**src/rtl/mfr_pkg.sv**
```systemverilog
// Package for the message frame receiver: phase and result-kind codes,
// frame constants, and the state and result structs shared by all modules.
// No dependencies.
`timescale 1ns / 1ps

package mfr_pkg;

  // Frame geometry
  localparam int MAX_SENTENCES  = 6;
  localparam int SENTENCE_BYTES = 32;

  // Field widths
  localparam int BYTE_CNT_W = 9;
  localparam int PAIR_W     = BYTE_CNT_W - 1;
  localparam int NIBBLE_W   = 4;
  localparam int TOTAL_W    = 3;
  localparam int SIDX_W     = 3;
  localparam int CPOS_W     = 5;

  // Sync and decode constants
  localparam logic [7:0] BYTE_RESTART = 8'hF0;
  localparam logic [7:0] BYTE_SYNC1   = 8'h01;
  localparam logic [7:0] BYTE_SYNC2   = 8'h03;
  localparam logic [7:0] BYTE_SYNC3   = 8'h05;
  localparam logic [7:0] NIBBLE_MASK  = 8'h0F;

  // Pair numbers of the header bytes
  localparam logic [PAIR_W-1:0] PAIR_COUNT    = PAIR_W'(0);
  localparam logic [PAIR_W-1:0] PAIR_INTERVAL = PAIR_W'(1);
  localparam logic [PAIR_W-1:0] PAIR_TEXT0    = PAIR_W'(2);

  typedef enum logic [2:0] {
    PH_IDLE,
    PH_SYNC1,
    PH_SYNC2,
    PH_SYNC3,
    PH_FRAME
  } phase_t;

  typedef enum logic [1:0] {
    KIND_COUNT,
    KIND_INTERVAL,
    KIND_TEXT,
    KIND_ERROR
  } kind_t;

  typedef struct packed {
    phase_t                phase;
    logic [BYTE_CNT_W-1:0] byte_count;
    logic [NIBBLE_W-1:0]   held_nibble;
    logic [TOTAL_W-1:0]    sentence_total;
  } rx_state_t;

  typedef struct packed {
    kind_t             kind;
    logic [7:0]        value;
    logic [SIDX_W-1:0] sentence_index;
    logic [CPOS_W-1:0] char_position;
    logic              frame_end;
  } result_t;

endpackage

```
**src/rtl/message_frame_receiver.sv**
```systemverilog
// Top level of the message frame receiver: state register, decoder and
// output register on stream-style ports. Depends on mfr_pkg and mfr_decode.
`timescale 1ns / 1ps

// The receiver takes one serial byte per transfer and can accept a byte in
// every clock cycle; each byte is decoded combinationally and its result,
// if any, appears in the output register on the next cycle. The input is
// stalled only while a result waits in that register and the output side is
// not ready. A byte 0xF0 always restarts synchronization; 0x01, 0x03, 0x05
// then open a frame. Frame bytes pair up into decoded bytes: the message
// count (kind 0), the interval (kind 1), then 32 text bytes per message
// (kind 2) tagged with sentence index and position. A count above six gives
// a kind 3 error and ends the frame. tlast marks the last result of a frame.

module message_frame_receiver
  import mfr_pkg::*;
(
  input  logic        clk,
  input  logic        rst_n,
  input  logic        in_tvalid,
  output logic        in_tready,
  input  logic [7:0]  in_tdata,   // [7:0] rx_byte
  output logic        out_tvalid,
  input  logic        out_tready,
  output logic [15:0] out_tdata,  // [7:0] out_value, [10:8] sentence_index,
                                  // [15:11] char_position
  output logic [1:0]  out_tuser,  // [1:0] out_kind
  output logic        out_tlast   // frame_end
);

  rx_state_t state_r;
  rx_state_t state_nxt;
  logic      res_valid;
  result_t   res;
  logic      out_valid_r;
  result_t   res_r;
  logic      in_xfer;

  // A byte is taken whenever the output register is free or draining.
  assign in_tready = !out_valid_r || out_tready;
  assign in_xfer   = in_tvalid && in_tready;

  mfr_decode u_decode (
    .state     (state_r),
    .rx_byte   (in_tdata),
    .state_nxt (state_nxt),
    .res_valid (res_valid),
    .res       (res)
  );

  // Receiver state advances on each input transfer.
  always_ff @(posedge clk) begin
    if (!rst_n) begin
      state_r <= '{phase: PH_IDLE, byte_count: '0, held_nibble: '0,
                   sentence_total: '0};
    end else if (in_xfer) begin
      state_r <= state_nxt;
    end
  end

  // Output valid flag.
  always_ff @(posedge clk) begin
    if (!rst_n) begin
      out_valid_r <= 1'b0;
    end else if (in_xfer && res_valid) begin
      out_valid_r <= 1'b1;
    end else if (out_tready) begin
      out_valid_r <= 1'b0;
    end
  end

  // Output payload.
  always_ff @(posedge clk) begin
    if (in_xfer && res_valid) begin
      res_r <= res;
    end
  end

  assign out_tvalid = out_valid_r;
  assign out_tdata  = {res_r.char_position, res_r.sentence_index, res_r.value};
  assign out_tuser  = res_r.kind;
  assign out_tlast  = res_r.frame_end;

endmodule

```
**src/rtl/mfr_decode.sv**
```systemverilog
// Combinational byte decoder of the message frame receiver: next state and
// the result, if any, for one received byte. Depends on mfr_pkg.
`timescale 1ns / 1ps

module mfr_decode
  import mfr_pkg::*;
(
  input  rx_state_t  state,
  input  logic [7:0] rx_byte,
  output rx_state_t  state_nxt,
  output logic       res_valid,
  output result_t    res
);

  // Next state and result for one byte
  always_comb begin
    logic [NIBBLE_W-1:0] low_nib;
    logic [7:0]          value;
    logic [PAIR_W-1:0]   pair;
    logic [PAIR_W-1:0]   text_idx;
    logic [PAIR_W-1:0]   last_pair;

    low_nib   = NIBBLE_W'(rx_byte & NIBBLE_MASK);
    value     = {state.held_nibble, low_nib};
    pair      = state.byte_count[BYTE_CNT_W-1:1];
    text_idx  = pair - PAIR_TEXT0;
    last_pair = PAIR_W'(PAIR_W'(state.sentence_total) * PAIR_W'(SENTENCE_BYTES))
                + PAIR_W'(1);

    state_nxt = state;
    res_valid = 1'b0;
    res       = '{kind: KIND_COUNT, value: value, sentence_index: '0,
                  char_position: '0, frame_end: 1'b0};

    if (rx_byte == BYTE_RESTART) begin
      // Restart byte resynchronizes from any phase, dropping a frame.
      state_nxt.phase = PH_SYNC1;
    end else begin
      unique case (state.phase)
        PH_SYNC1: begin
          state_nxt.phase = (rx_byte == BYTE_SYNC1) ? PH_SYNC2 : PH_IDLE;
        end
        PH_SYNC2: begin
          state_nxt.phase = (rx_byte == BYTE_SYNC2) ? PH_SYNC3 : PH_IDLE;
        end
        PH_SYNC3: begin
          if (rx_byte == BYTE_SYNC3) begin
            state_nxt.phase          = PH_FRAME;
            state_nxt.byte_count     = '0;
            state_nxt.held_nibble    = '0;
            state_nxt.sentence_total = '0;
          end else begin
            state_nxt.phase = PH_IDLE;
          end
        end
        PH_FRAME: begin
          state_nxt.byte_count = state.byte_count + BYTE_CNT_W'(1);
          if (!state.byte_count[0]) begin
            // First byte of a pair carries the high nibble.
            state_nxt.held_nibble = low_nib;
          end else begin
            res_valid = 1'b1;
            if (pair == PAIR_COUNT) begin
              if (value > 8'(MAX_SENTENCES)) begin
                // Count too large: report it and abort the frame.
                res.kind        = KIND_ERROR;
                res.frame_end   = 1'b1;
                state_nxt.phase = PH_IDLE;
              end else begin
                res.kind                 = KIND_COUNT;
                state_nxt.sentence_total = TOTAL_W'(value);
              end
            end else if (pair == PAIR_INTERVAL) begin
              res.kind = KIND_INTERVAL;
              if (state.sentence_total == '0) begin
                // No text follows, so the interval closes the frame.
                res.frame_end   = 1'b1;
                state_nxt.phase = PH_IDLE;
              end
            end else begin
              res.kind           = KIND_TEXT;
              res.sentence_index = SIDX_W'(text_idx / SENTENCE_BYTES);
              res.char_position  = CPOS_W'(text_idx % SENTENCE_BYTES);
              if (pair >= last_pair) begin
                res.frame_end   = 1'b1;
                state_nxt.phase = PH_IDLE;
              end
            end
          end
        end
        default: begin
          // Idle ignores everything but the restart byte.
          state_nxt.phase = PH_IDLE;
        end
      endcase
    end
  end

endmodule

```
**config.mk**
```make
export PLATFORM = sky130hd
export DESIGN_NAME = message_frame_receiver
export DESIGN_NICKNAME = d
export VERILOG_FILES = /design/src/rtl/mfr_pkg.sv /design/src/rtl/message_frame_receiver.sv /design/src/rtl/mfr_decode.sv
export SDC_FILE = /design/constraint.sdc
export NUM_CORES = 1
export LEC_CHECK = 0
export ABC_AREA = 1
export BUFFER_PORTS_ARGS = -buffer_cell sky130_fd_sc_hd__buf_2
export CAP_MARGIN = 20
export CELL_PAD_IN_SITES_DETAIL_PLACEMENT = 1
export CELL_PAD_IN_SITES_GLOBAL_PLACEMENT = 1
export CORE_ASPECT_RATIO = 1.1
export CORE_UTILIZATION = 46
export CTS_CLUSTER_DIAMETER = 120
export DETAILED_ROUTE_END_ITERATION = 8
export PLACE_DENSITY_LB_ADDON = 0.1
export REMOVE_ABC_BUFFERS = 1
export SLEW_MARGIN = 20
export SYNTH_ARGS = -nofsm -noshare
export SYNTH_HDL_FRONTEND = slang
export SYNTH_SLANG_ARGS = --single-unit
```
**constraint.sdc**
```tcl
create_clock -name clk -period 3.45 [get_ports clk]
set_clock_uncertainty 0.1 [all_clocks]
set_input_delay 0.345 -clock clk [delete_from_list [all_inputs] [get_ports clk]]
set_output_delay 0.345 -clock clk [all_outputs]
set_load 0.05 [all_outputs]
```
==> results of run 1 <==
[metrics by stage]
| step | util | std cells | hold WS [ps] |
|---|---|---|---|
| floorplan | - | 271 | 325 |
| detailed placement | 0.527 | 360 | 350 |
| global route | 0.545 | 368 | 176 |
| CTS | 0.545 | 368 | 168 |
| global placement | 0.527 | 360 | 344 |
| finish | 0.545 | 368 | 174 |
[metal layers]
metal  GRT usage  wire length (µm)  vias to the layer above
met1       0.330              2630                      902
met3      0.0449               167                        6
met2       0.370              2480                       28
met4      0.0748                74                        0
met5           0                 0                        -
li1            -                 -                      981
[how the worst min path moves through the flow]
stage	slack, ps	from	depth (start not counted)	endpoint
2_1_floorplan	320	state_r[3]	0	out_tdata[4]
3_3_place_gp	340	state_r[4]	0	out_tdata[5]
3_5_place_dp	350	state_r[4]	0	out_tdata[5]
4_1_cts	170	in_tdata[1]	1	out_tdata[1]
5_1_grt	180	in_tdata[1]	1	out_tdata[1]
6_report	170	in_tdata[1]	1	out_tdata[1]
[sequential cells by signal (all words and copies together) (netlist names)]
signal	flops
out_tdata	16
out_tlast	1
out_tuser	2
out_tvalid	1
state_r	19
[cell usage in the layout, fill, tap and decap left out, drive strengths merged, types with 6 or more instances in the layout]
master  count
nor2       49
buf        33
dfxtp      20
ha          6
inv        33
edfxtp     19
nand2      64
nand4      11
a21oi      24
nand3      16
o21ai       9
[layout make-up]
type                       instances  area (µm²)  area share
timing repair buffer              33         168      0.0657
clock inverter                     3        15.0     0.00588
tap                               56        70.1      0.0275
clock buffer                       5        68.8      0.0270
sequential                        39         971       0.380
inverter                          35         131      0.0515
multi-input combinational        197        1130       0.442
[cell families after synthesis]
| group | Yosys count |
|---|---|
| DFF | 39 |
| AOI/OAI and AO/OA | 35 |
| xor gates and xnor gates | 4 |
| buffers and inverters | 39 |
| and+or+nand+nor | 152 |
| adders and majority gates | 6 |
[power by group through the flow]
stage               Sequential (mW)  Combinational (mW)  Clock, mW
global placement              0.494              0.0360          0
floorplan                     0.494              0.0209          0
CTS                           0.483              0.0372      0.307
finish                        0.483              0.0364      0.304
global route                  0.483              0.0418      0.325
detailed placement            0.494              0.0370          0
[Yosys cell counts (7+ instances only)]
| master | instances |
|---|---|
| nand2_1 | 56 |
| nor2_1 | 35 |
| nand4_1 | 10 |
| nor2_4 | 7 |
| inv_1 | 27 |
| nand3_1 | 14 |
| dfxtp_1 | 20 |
| a21oi_1 | 22 |
| edfxtp_1 | 19 |
==> summary.txt, run 1 <==
Outcome
  • Outcome: complete, no violations

Timing
  • Setup TNS: 0 ps
  • Max-slew violations: 0
  • Minimum clock period: 2480 ps
  • Tcrit/Tclk final: 0.718
  • Final setup violation count: 0
  • Worst Setup Slack, final: 973 ps
  • Final Hold Fails: 0
  • RSZ-0062 raised after global routing: no
  • Worst slew margin: 0.447
  • Max Fclk: 0.404 GHz
  • Worst Max-Slew Pin Slew: 827 ps

Route
  • DR iter-0 viols: 111
  • DR WL/cell: 14.5 µm
  • Drc violations: 0
  • Detail Route Antenna Nets: 0
  • Via Count: 1917
  • WL final: 5.35 mm
  • Pre-Repair DR Iteration Count: 4
  • Post-DR vias/cell: 5.21

GRT
  • Initial antenna violation count: 0
  • Vias in the first global route: 1829
  • Global-route usage over all layers: 0.237
  • Pin count of the biggest net entering global routing: 13
  • Gr ovfl total: 0
  • First-pass GRT wire length: 8.98 mm

Final layout
  • Post-layout nets: 329
  • Fin area: 2550 µm²
  • Share of cells above drive strength 1: 0.266
  • Filler cells: 603
  • ANT cells: 0
  • Area Growth Syn to Fin: 12.5%

Worst setup path
  • Critical Path Stages: 6
  • WP buf/inv: 3
  • CP delay by family, top: simple AND/OR/NAND/NOR gates
  • WS Path Type: flip-flop to flip-flop
  • CP Launch Point: state_r[17]
  • Critical Path Sink Type: flip-flop
  • R2R setup slack: 970 ps
  • R2r startpoint: state_r[17]
  • Reg2reg end: out_tdata[12]
  • Slowest CP cell: nor2_1
  • Crit path to: out_tdata[12]
  • Crit-path max cell delay: 650 ps
  • Setup crit start kind: flip-flop
  • FF-to-FF path depth: 6
  • CP required: 3350 ps
  • Crit-path cells: inv_1, nand3_2, nor2_8, inv_2, nor2_1, buf_4
  • Crit path max fanout: 12
  • Crit path DAT: 2370 ps

Pwr
  • Total Power: 0.823 mW
  • Pleak: 1.09 nW
  • Clk pwr share: 0.369
  • Seq pwr share: 0.587
  • Switch share: 0.232
  • Power share of the combinational group: 0.044
  • Max IR drop VDD: 204 µV
  • Switching pwr: 0.191 mW
  • Pint: 0.632 mW
  • PD cells: 323 nW/µm²

Die
  • Initial core utilization: 0.485
  • Die W: 69.0 µm
  • I/O pin count: 33
  • Die Ht: 75.7 µm
  • CORE AREA: 4680 µm²
  • Die ar.: 5220 µm²
  • FP Rows: 26

Placed design
  • Worst slack at placement: 988 ps
  • Routability cong.: 0.839
  • Buffers on Ports: 32
  • Placed Instance Area: 2470 µm²
  • DP HPWL: 4.13 mm

Clock tree
  • Cts hold-fix bufs: 0
  • Clock slew at reported path FFs: 80 ps
  • CTS buffer count: 5
  • Worst-case clock buffer depth: 2
  • Post_cts resized: 0
  • CTS H-tree depth: 2
  • Clock root cell: clkbuf_8
  • CTS tree: built
  • # Post-CTS Setup Buffers: 0
  • Worst-Skew Late Latency: 290 ps
  • CTS Sinks: 39

Min path
  • HP Class: input port to flip-flop

Logic synthesis
  • Ys Warns: 0
  • Synth async-reset ratio: 0
  • Largest family of logic cells by synthesized area: simple AND/OR/NAND/NOR gates
  • EDFF count, synth: 19
  • Multiplexer area fraction after synthesis: 0
  • Mapped cell area: 2270 µm²
  • Post-synthesis compound-gate area fraction: 0.0921
  • Cell count after synthesis: 275
  • Post-synthesis adder-cell area fraction: 0.0331
  • Top cell type by total area after synthesis: edfxtp_1
  • #FFs+latches synth: 39
  • Synth area leaders: edfxtp_1, dfxtp_1, nand2_1
  • XOR/XNOR Fraction of Synth Area: 0.0154
  • Simple-gate share of the synthesized area: 0.357
  • Main synth FF type: dfxtp_1
  • Mapped Avg Cell Area: 8.25 µm²
  • Synth unique cells: 37
  • Register area share after synthesis: 0.428
  • Top cell type's share of synthesized area: 0.251

Flow run
  • Max-cap viol count: 0
(Power assumes the default switching activity.)
==> run 2, diff against run 1 <==
- ABC_AREA: 1 -> 0
- CORE_UTILIZATION: 46 -> 43
- clock period: 3.45 -> 2.34 ns (I/O delays scaled with it)
==> run 2 against run 1 <==
Effect of this change:
- sequential share of layout area is 6.1 points higher
- power is 44% higher
- worst setup slack worse by 760 ps
- worst hold slack worse by 75 ps
- sequential power is 47% higher
- first-iteration DRC count is 4.5% higher
- highest routed layer unchanged
- clock-buffer cell count is 2 higher
- fmax is 16% higher
==> summary.txt, run 2 <==
Clock tree
  • Clock root cell: clkbuf_8
  • Post_cts resized: 0 (unchanged)
  • CTS tree: built
  • Clock slew at reported path FFs: 70 ps (about the same)
  • CTS Sinks: 39 (unchanged)
  • Cts hold-fix bufs: 0 (unchanged)
  • # Post-CTS Setup Buffers: 0 (unchanged)
  • Worst-Skew Late Latency: 290 ps (about the same)
  • CTS H-tree depth: 2 (unchanged)
  • Worst-case clock buffer depth: 2 (unchanged)
  • CTS buffer count: 5 (unchanged)

Final layout
  • Post-layout nets: 235 (-29%)
  • Cell Count, Final, Fillers Out: 270 (-27%)
  • Max reg flops: 19 (unchanged)
  • Filler cells: 481 (-20%)
  • Largest register by flop count: state_r
  • Share of cells above drive strength 1: 0.257 (-0.00914)
  • Most frequent cells in the layout: buf_2, nor2_1, dfxtp_1, edfxtp_1
  • ANT cells: 0 (unchanged)
  • Area Growth Syn to Fin: 15.8%
  • Layout Utilization: 0.538 (-0.00657)
  • Most common library cell in the layout ignoring fill and taps: buf_2

Min path
  • Hold endpoint: out_tdata[3]
  • HP Class: input port to flip-flop
  • Hold Path Depth: 1 (unchanged)
  • Hold path start: in_tdata[3]

GRT
  • Pin count of the biggest net entering global routing: 20 (+7)
  • Gr ovfl total: 0 (unchanged)
  • First-pass GRT wire length: 7.26 mm (-19%)
  • Vias in the first global route: 1555 (-15%)
  • Initial antenna violation count: 0 (unchanged)
  • Global-route usage over all layers: 0.207 (-0.0302)

Die
  • I/O pin count: 33 (unchanged)
  • Die W: 65.3 µm (-5.3%)
  • FP Rows: 24 (-7.7%)
  • Die Ht: 71.7 µm (-5.3%)
  • CORE AREA: 4080 µm² (-13%)
  • Die ar.: 4680 µm² (-10%)
  • Initial core utilization: 0.465 (-0.0197)

Route
  • DR iter-0 viols: 116 (+4.5%)
  • Pre-Repair DR Iteration Count: 4 (unchanged)
  • WL final: 4.34 mm (-19%)
  • Detail Route Antenna Nets: 0 (unchanged)
  • DR WL/cell: 16.1 µm (+10%)
  • Drc violations: 0 (unchanged)
  • Via Count: 1529 (-20%)
  • Post-DR vias/cell: 5.66 (+8.7%)

Logic synthesis
  • Simple-gate share of the synthesized area: 0.209 (-0.148)
  • Synth async-reset ratio: 0 (unchanged)
  • Register area share after synthesis: 0.512 (+0.0838)
  • Commonest cells post-synth: nor2_1, dfxtp_1, edfxtp_1
  • Multiplexer area fraction after synthesis: 0.00527 (+0.00527)
  • Main synth FF type: dfxtp_1
  • Post-synthesis compound-gate area fraction: 0.146 (+0.0543)
  • #FFs+latches synth: 39 (unchanged)
  • Top cell type by total area after synthesis: edfxtp_1
  • Post-synthesis adder-cell area fraction: 0.0396 (+0.00648)
  • Synth unique cells: 49 (+32%)
  • Largest family of logic cells by synthesized area: simple AND/OR/NAND/NOR gates
  • Mapped Avg Cell Area: 10.5 µm² (+28%)
  • Most numerous cell in the Yosys netlist: nor2_1
  • Cell count after synthesis: 180 (-35%)
  • Ys Warns: 0 (unchanged)
  • XOR/XNOR Fraction of Synth Area: 0.0415 (+0.0261)
  • Top cell type's share of synthesized area: 0.301 (+0.0492)
  • Mapped cell area: 1900 µm² (-16%)
  • Synth area leaders: edfxtp_1, dfxtp_1, nor2_1
  • EDFF count, synth: 19 (unchanged)

Worst setup path
  • Crit-path cells: or4_4, nor4_4, o21ai_2, a31o_1, a2111oi_2
  • Crit path DAT: 2220 ps (-150 ps)
  • Setup crit start kind: flip-flop
  • R2r startpoint: state_r[3]
  • Critical Path Sink Type: flip-flop
  • WS Path Type: flip-flop to flip-flop
  • Crit path max fanout: 4 (-8)
  • CP required: 2430 ps (-920 ps)
  • Reg2reg end: state_r[16]
  • R2R setup slack: 210 ps (-760 ps)
  • FF-to-FF path depth: 5 (-1)
  • Slowest CP cell: or4_4
  • Crit-path max cell delay: 570 ps (-80 ps)

Pwr
  • Max IR drop VDD: 330 µV (+62%)
  • PD cells: 540 nW/µm² (+67%)
  • Pleak: 0.815 nW (-25%)
  • Total Power: 1.19 mW (+44%)

Timing
  • Max Fclk: 0.469 GHz (+16%)
  • RSZ-0062 raised after global routing: no
  • Hold slack: 99.3 ps (-74.9 ps)
  • Worst Max-Slew Pin Slew: 650 ps (-177 ps)
  • Final setup violation count: 0 (unchanged)
  • Final Hold Fails: 0 (unchanged)
  • Tcrit/Tclk final: 0.911 (+0.193)
  • Max-slew violations: 0 (unchanged)
  • Minimum clock period: 2130 ps (-346 ps)
  • Worst slew margin: 0.562 (+0.116)

Placed design
  • DP HPWL: 3.38 mm (-18%)
  • DP Cell Count: 262 (-27%)
  • Buffers on Ports: 32 (unchanged)
  • Routability cong.: 0.855 (+1.9%)

Flow run
  • Max-cap viol count: 0 (unchanged)

Outcome
  • Outcome: complete, no violations
[run 2: cell count changes in the layout (fill, tap and decap cells not counted), sizes merged, moves of 4 or more]
cell	before	now
a21oi	24	9
nand4	11	3
a22o	0	4
nor2	49	24
nand3	16	3
nor3b	1	6
nor4	2	6
inv	33	9
nand2	64	9
xnor2	1	8
buf	33	38
[run 2: cell families (layout without fill, tap and decap cells)]
| kind of cell | count (synthesis) | in the layout |
|---|---|---|
| adders and majority gates | 6 | 6 |
| xor gates and xnor gates | 9 | 9 |
| DFF | 39 | 39 |
| AOI/OAI and AO/OA | 38 | 38 |
| and+or+nand+nor | 69 | 69 |
| buffers and inverters | 18 | 56 |
| muxes | 1 | 1 |
[run 2: worst max path at each step]
stage / endpoint / cells past startpoint / from / slack, ps
floorplan: out_tdata[0] / 3 / out_tvalid / -430
global placement: out_tdata[14] / 6 / in_tdata[1] / 230
detailed placement: state_r[16] / 5 / state_r[3] / 190
CTS: state_r[16] / 5 / state_r[3] / 180
global route: state_r[16] / 5 / state_r[3] / 60
finish: state_r[16] / 5 / state_r[3] / 210
[run 2: critical path, delay by kind of cell, from the launching register on]
kind	cells	cell delay, ps
AO/OA/AOI/OAI	3	700
flip-flops	1	330
AND/OR/NAND/NOR	2	900
[run 2: routing by layer]
metal / vias up / track usage / part of all wire
li1: 738 / - / -
met1: 736 / 0.239 / 0.43
met2: 45 / 0.356 / 0.50
met3: 10 / 0.0605 / 0.042
met4: 0 / 0.0821 / 0.023
met5: - / 0 / 0
[run 2: stage by stage]
step	setup TNS (ps)	worst slack [ps]	instance area [µm²]
4_1_cts	0	179	2200
3_3_place_gp	0	234	2120
6_report	0	209	2200
5_1_grt	0	61.2	2200
2_1_floorplan	-8100	-426	1850
3_5_place_dp	0	185	2120
[run 2: layout make-up]
| cell class | count | area [µm²] | area share |
|---|---|---|---|
| tap | 52 | 65.1 | 0.0296 |
| sequential | 39 | 971 | 0.442 |
| timing repair buffer | 38 | 205 | 0.0933 |
| clock inverter | 1 | 5.00 | 0.00228 |
| inverter | 10 | 37.5 | 0.0171 |
| multi-input combinational | 123 | 838 | 0.381 |
| clock buffer | 7 | 76.3 | 0.0347 |
[run 2: power by group]
group | internal [mW] | switching (mW) | total, mW
Combinational | 0.0180 | 0.0289 | 0.0469
Clock | 0.209 | 0.219 | 0.428
Sequential | 0.710 | 0.00125 | 0.712
